==> src/design/u2dh_pkg.sv <==
// Package for the uniform 2-D histogram: payload structs, FSM states, constants.
// No dependencies.
package u2dh_pkg;

  localparam int unsigned DefMaxRows  = 64;
  localparam int unsigned DefMaxCols  = 64;
  localparam int unsigned DefCountBits = 32;

  localparam int unsigned CfgIdxW  = 3;
  localparam int unsigned CfgDataW = 32;
  localparam int unsigned DivW     = 33;  // span and offset are 33-bit values

  typedef enum logic [CfgIdxW-1:0] {
    CfgXLow    = 3'd0,
    CfgXHigh   = 3'd1,
    CfgYLow    = 3'd2,
    CfgYHigh   = 3'd3,
    CfgColCnt  = 3'd4,
    CfgRowCnt  = 3'd5
  } cfg_idx_e;

  typedef enum logic {
    CmdAdd  = 1'b0,
    CmdRead = 1'b1
  } cmd_e;

  typedef struct packed {
    logic        command;
    logic [31:0] x_coord;
    logic [31:0] y_coord;
    logic [5:0]  row_select;
    logic [5:0]  col_select;
  } in_item_t;

  typedef struct packed {
    logic        hit;
    logic [5:0]  row_index;
    logic [5:0]  col_index;
    logic [31:0] cell_count;
  } out_item_t;

  typedef enum logic [3:0] {
    StClear, StIdle, StDiv, StRead, StWait, StWrite, StDone
  } state_e;

  // controller -> datapath
  typedef struct packed {
    logic load;       // capture the transaction, start division
    logic div_step;   // one quotient bit on both axes
    logic mem_rd;     // issue cell read
    logic mem_wr;     // write back incremented cell
    logic clr_wr;     // write zero at clear pointer
    logic emit;       // drive result strobe
  } ctrl_t;

  // datapath -> controller
  typedef struct packed {
    logic div_last;
    logic clr_last;
    logic is_add;
    logic valid;      // add: point lands in range; read: selected cell within configured bins
  } stat_t;

endpackage

==> src/design/u2dh_ctrl.sv <==
// Controller FSM: clear sweep, division steps, read-modify-write sequence.
// Depends on u2dh_pkg.
module u2dh_ctrl (
  input  logic            clk_i,
  input  logic            rst_ni,
  input  logic            start_i,
  input  u2dh_pkg::stat_t stat_i,
  output u2dh_pkg::ctrl_t ctrl_o,
  output logic            busy_o
);
  import u2dh_pkg::*;

  state_e state_q, state_d;

  always_ff @(posedge clk_i or negedge rst_ni) begin
    if (!rst_ni) state_q <= StClear;
    else         state_q <= state_d;
  end

  always_comb begin
    state_d = state_q;
    ctrl_o  = '0;
    busy_o  = 1'b1;
    case (state_q)
      StClear: begin
        ctrl_o.clr_wr = 1'b1;
        if (stat_i.clr_last) state_d = StIdle;
      end
      StIdle: begin
        busy_o = 1'b0;
        if (start_i) begin
          ctrl_o.load = 1'b1;
          state_d = StDiv;
        end
      end
      StDiv: begin
        ctrl_o.div_step = 1'b1;
        if (stat_i.div_last) state_d = StRead;
      end
      StRead: begin
        if (stat_i.valid) begin
          ctrl_o.mem_rd = 1'b1;
          state_d = StWait;
        end else begin
          state_d = StDone;
        end
      end
      StWait: begin
        state_d = stat_i.is_add ? StWrite : StDone;
      end
      StWrite: begin
        ctrl_o.mem_wr = 1'b1;
        state_d = StDone;
      end
      StDone: begin
        ctrl_o.emit = 1'b1;
        state_d = StIdle;
      end
      default: state_d = StIdle;
    endcase
  end
endmodule

==> config.mk <==
export PLATFORM = sky130hd
export DESIGN_NAME = u2dh_ctrl
export DESIGN_NICKNAME = d
export VERILOG_FILES = /design/src/design/u2dh_pkg.sv /design/src/design/u2dh_ctrl.sv
export SDC_FILE = /design/constraint.sdc
export NUM_CORES = 1
export LEC_CHECK = 0
export ABC_AREA = 1
export BUFFER_PORTS_ARGS = -buffer_cell sky130_fd_sc_hd__buf_2
export CAP_MARGIN = 20
export CORE_AREA = 2 2 39 41
export CTS_BUF_LIST = sky130_fd_sc_hd__clkbuf_2 sky130_fd_sc_hd__clkbuf_4 sky130_fd_sc_hd__clkbuf_8
export DETAILED_ROUTE_END_ITERATION = 10
export DIE_AREA = 0 0 41 43
export PLACE_DENSITY_LB_ADDON = 0.08
export SLEW_MARGIN = 20
export SYNTH_ARGS = -nofsm -noshare
export SYNTH_HDL_FRONTEND = slang
export SYNTH_SLANG_ARGS = --single-unit
==> constraint.sdc <==
create_clock -name clk_i -period 1.6 [get_ports clk_i]
set_clock_uncertainty 0.15 [all_clocks]
set_input_delay 0.08 -clock clk_i [delete_from_list [all_inputs] [get_ports clk_i]]
set_output_delay 0.08 -clock clk_i [all_outputs]
set_load 0.01 [all_outputs]
# Word-level counts from Yosys, hierarchy flattened
# Cells that the tools add are included.
# totals
register_bits	4
word_cells	27
input_bits	7
out_inout_bits	7
# op_classes
muxes	15
reduce_logical	2
n_eq_ne	9
# ops
op	n
$pmux 4 s6	1
$eq 4x3->1 const B	3
$mux 4	3
$mux 1	9
$eq 4x2->1 const B	2
$ne 2x2->1 const B	3
$eq 4x1->1 const B	1
$logic_not 4->1	1
$mux 2	2
$reduce_and 3->1	1

# Logic depth before layout (Yosys ltp)
# logic_depth
depth_word	3
depth_mapped	8
ltp_nobuf	8

# Worst setup path after synthesis
# Ideal clock, no wire load.
# synth_timing
kind	reg-to-reg
startpoint	register state_q[0]
endpoint	register state_q[1]
required_time_ps	1332
path_slack_ps	413
stages_incl_launch_ff	8
period_less_slack_ps	1187
arrival_time_ps	919
setup_ps	118
n_path_buf	0
path_cell_list	dfrtp_1 > inv_2 > nor2_2 > nand2_2 > nor2_2 > nor2_1 > nand2_1 > nand2_1
# synth_via
elab_chain_len	3
word_cells_on_any_way	11
classes_between	8 x eq/ne; 1 x mux; 2 x reduce/logical
# synth_lines
element	line_no	text
start: declaration	u2dh_ctrl.sv:13	state_e state_q, state_d;
start signal: assignment	u2dh_ctrl.sv:16	if (!rst_ni) state_q <= StClear;
start signal: assignment	u2dh_ctrl.sv:17	else state_q <= state_d;
$eq 4x2->1 (tied with other cells)	u2dh_ctrl.sv:24	case (state_q)
$ne 2x2->1 (no line)	--	
$reduce_and 3->1 (no line)	--	
# Parallel ways exist; a longest one is shown, timed or not.
# A chain may end at the register's enable or synchronous reset.

==> flow_metrics.env <==
export IMPL_core_footprint_mm2=0.001384
export IMPL_vias_in_the_first_global_route=301
export IMPL_ant_nets=0
export IMPL_family_with_the_most_delay_on_the_worst_path="flip-flops"
export IMPL_post_drt_via_cell_ratio=3.929
export IMPL_netlist_instances=49
export IMPL_synthesized_netlist_net_count=56
export IMPL_worstHoldPathType="primary input to asynchronous set/reset pin"
export IMPL_grt_antenna_before_repair=0
export IMPL_maximum_buffer_depth_of_the_clock_tree=2
export IMPL_io_pins=14
export IMPL_maximum_vdd_drop_mv=0.5700
export IMPL_worst_ep_arrival_time_ns=1.18
export IMPL_layout_nets=77
export IMPL_report_final_setup_viol=0
export IMPL_worstReg2RegStart="state_q[0]$_DFFE_PN0P_"
export IMPL_crit_path_start_kind="register"
export IMPL_syn_area_um2=271.5
export IMPL_fin_area_um2=416.7
export IMPL_most_instantiated_flip_flop_cell_in_the_synthesis_netlist="sky130_fd_sc_hd__dfrtp_1"
export IMPL_asyncSetResetFlopFracSynth=1.000
export IMPL_fillCellCount=168
export IMPL_synth_edf_count=0
export IMPL_clkLatencyLatePin_ns=0.23
export IMPL_overflow=0
export IMPL_setup_worst_path_end="ctrl_o[5]"
export IMPL_finalSetupTns_ns=0
export IMPL_antenna_diode_count=0
export IMPL_destination_of_the_worst_register_to_register_timing_path="state_q[1]$_DFFE_PN0P_"
export IMPL_placement_io_buffers=13
export IMPL_post_route_util=0.3011
export IMPL_cp_required_ns=1.37
export IMPL_crit_path_cell_trace="inv_2 -> nor2_2 -> nand2_2 -> nor2_1 -> buf_2"
export IMPL_post_route_drc_count=0
export IMPL_unrepaired_setup_endpoints_after_global_routing="false"
export IMPL_synth_warning_count=0
export IMPL_rows=14
export IMPL_top_register="state_q"
export IMPL_die_x_um=41
export IMPL_crit_share_post_route=0.8823
export IMPL_ys_ff_latch=3
export IMPL_worst_setup_path_startpoint="state_q[0]$_DFFE_PN0P_"
export IMPL_grt_total_usage=0.09839
export IMPL_setup_reg_to_reg_worst_slack_ns=0.33
export IMPL_timing_critical_path_slowest_stage_cell="sky130_fd_sc_hd__dfrtp_1"
export IMPL_synth_top_cell_area_share=0.2765
export IMPL_synth_top_cells_by_area="sky130_fd_sc_hd__dfrtp_1 28%, sky130_fd_sc_hd__nand2_1 19%, sky130_fd_sc_hd__inv_1 14%"
export IMPL_largest_register_ffs=3
export IMPL_worstPathMaxFanout=6
export IMPL_largest_net_degree_at_the_start_of_global_routing=8
export IMPL_drt_wl_total_um=687
export IMPL_count_of_routing_violations_after_the_opening_detailed_route_iteration=2
export IMPL_slew_violations=0
export IMPL_ctsRootBufferMaster="sky130_fd_sc_hd__clkbuf_4"
export IMPL_max_freq_mhz=708.4
export IMPL_synth_most_common_cell="sky130_fd_sc_hd__nand2_1"
export IMPL_worst_setup_path_end_kind="output pin"
export IMPL_post_cts_setup_buffer_count=0
export IMPL_vias=334
export IMPL_cts_reportedPaths_clkPinSlew_ns=0.04
export IMPL_drt_wirelength_per_cell_um=8.082
export IMPL_synthDistinctLibCells=11
export IMPL_worstMarginPinSlew_ns=0.2594
export IMPL_area_growth_syn_to_layout_pct=53.46
export IMPL_drive_gt1_frac=0.3478
export IMPL_run_status="complete, no violations"
export IMPL_critical_path_depth=5
export IMPL_critical_path_buf_inv_count=2
export IMPL_layout_min_cycle_time_ns=1.412
export IMPL_rr_worst_depth=7
export IMPL_floorplan_initialDensity=0.1962
export IMPL_avgSynthCellArea_um2=5.541
export IMPL_dieHeight_um=43
export IMPL_critPathKind="register to output pin"
export IMPL_dp_hpwl_um=547
export IMPL_design_die_area_mm2=0.001763
export IMPL_ctsHtreeMaxLevel=1
export IMPL_critical_path_max_stage_delay_ns=0.45
export IMPL_reg_largest_list="state_q x3"
export IMPL_clock_sinks=3
export IMPL_detailedRoute_firstPassIterationCount=4
export IMPL_placed_cells_incl_taps=78
export IMPL_leakage_nw=0.2614
export IMPL_synthTopCellsByCount="14 x sky130_fd_sc_hd__nand2_1, 10 x sky130_fd_sc_hd__inv_1, 6 x sky130_fd_sc_hd__nor2_1, 4 x sky130_fd_sc_hd__nand3_1"
export IMPL_grt_pass1_wl_mm=1.179
export IMPL_instances_no_fill=85
export IMPL_placedInstanceArea_um2=356.6
export IMPL_ys_seq_area_frac=0.2765
export IMPL_power_per_cell_area_mw_per_mm2=1850
export IMPL_globalplace_congestion=0.6793
export IMPL_final_hold_violation_count=0
export IMPL_design_power_total_uw=770.7
export IMPL_synth_area_leader_cell="sky130_fd_sc_hd__dfrtp_1"
export IMPL_cts_buffers=3
export IMPL_tritoncts="yes"
export IMPL_worst_slew_margin_relative_to_its_limit=0.8271
export IMPL_maxCapViolCount=0
## stage by stage
stage	worst slack, ns	hold slack, ns
CTS	0.1694	0.01467
floorplan	0.4135	-0.3656
finish	0.1883	0.02421
global placement	0.2934	-0.2696
detailed placement	0.3088	-0.2692
global route	0.09355	0.04625
## cell type report
| class | instances | area, µm² | share of cell area |
|---|---|---|---|
| multi-input combinational | 33 | 147.6 | 0.3544 |
| timing repair buffer | 16 | 95.09 | 0.2282 |
| sequential | 3 | 75.07 | 0.1802 |
| inverter | 13 | 48.80 | 0.1171 |
| clock buffer | 4 | 30.03 | 0.07207 |
| tap | 16 | 20.02 | 0.04805 |
## where the power goes
| group | switching (mW) | internal [mW] | leakage, nW |
|---|---|---|---|
| combinational | 0.266 | 0.167 | 0.206 |
| sequential | 0.0724 | 0.116 | 0.0367 |
| clock | 0.0386 | 0.110 | 0.0184 |
## repair_timing
| item | 4_1_cts | 5_1_grt |
|---|---|---|
| hold buffers | 3 | 0 |
| resized for setup | 0 | 0 |
| endpoints found under the setup margin | 0 | 0 |
| endpoints found under the hold margin | 5 | 0 |
## worst min-delay path by stage
| stage | slack (ns) | cells after the start | start | endpoint |
|---|---|---|---|---|
| 2_1_floorplan | -0.37 | 0 | rst_ni | state_q[0]$_DFFE_PN0P_ |
| 3_3_place_gp | -0.27 | 1 | rst_ni | state_q[0]$_DFFE_PN0P_ |
| 3_5_place_dp | -0.27 | 1 | rst_ni | state_q[0]$_DFFE_PN0P_ |
| 4_1_cts | 0.01 | 2 | rst_ni | state_q[0]$_DFFE_PN0P_ |
| 5_1_grt | 0.05 | 2 | rst_ni | state_q[0]$_DFFE_PN0P_ |
| 6_report | 0.02 | 2 | rst_ni | state_q[1]$_DFFE_PN0P_ |
## cell usage in the layout (no fill, tap or decap)
cell / count
sky130_fd_sc_hd__inv_1: 10
sky130_fd_sc_hd__dlygate4sd3_1: 3
sky130_fd_sc_hd__nand2_1: 14
sky130_fd_sc_hd__nor2_1: 6
sky130_fd_sc_hd__nor2_2: 3
sky130_fd_sc_hd__clkbuf_4: 4
sky130_fd_sc_hd__dfrtp_1: 3
sky130_fd_sc_hd__nand3_1: 4
sky130_fd_sc_hd__inv_2: 3
sky130_fd_sc_hd__buf_2: 13
sky130_fd_sc_hd__a21oi_1: 1
sky130_fd_sc_hd__nand2_2: 1
sky130_fd_sc_hd__nor3_1: 3
sky130_fd_sc_hd__nand3b_1: 1
## cells by family (layout without fill, tap and decap cells)
kind of cell           count (synthesis)  after routing  share of synthesized area
buffers and inverters                 13             33                     0.1797
AND/OR/NAND/NOR                       32             32                     0.5254
flip-flops                             3              3                     0.2765
AO/OA/AOI/OAI                          1              1                    0.01842
## metal layers
metal	track usage	wire length, µm
met1	0.1222	320
met3	0.03141	43
met5	0	0
met4	0.06000	0
met2	0.1406	324
## worst register-to-register path: cells and delay by family (launching register included)
kind / cells / cell delay (ns)
DFF: 1 / 0.45
and+or+nand+nor: 6 / 0.48
buffers and inverters: 1 / 0.09
Note: power is estimated with default switching activity, not from simulation.
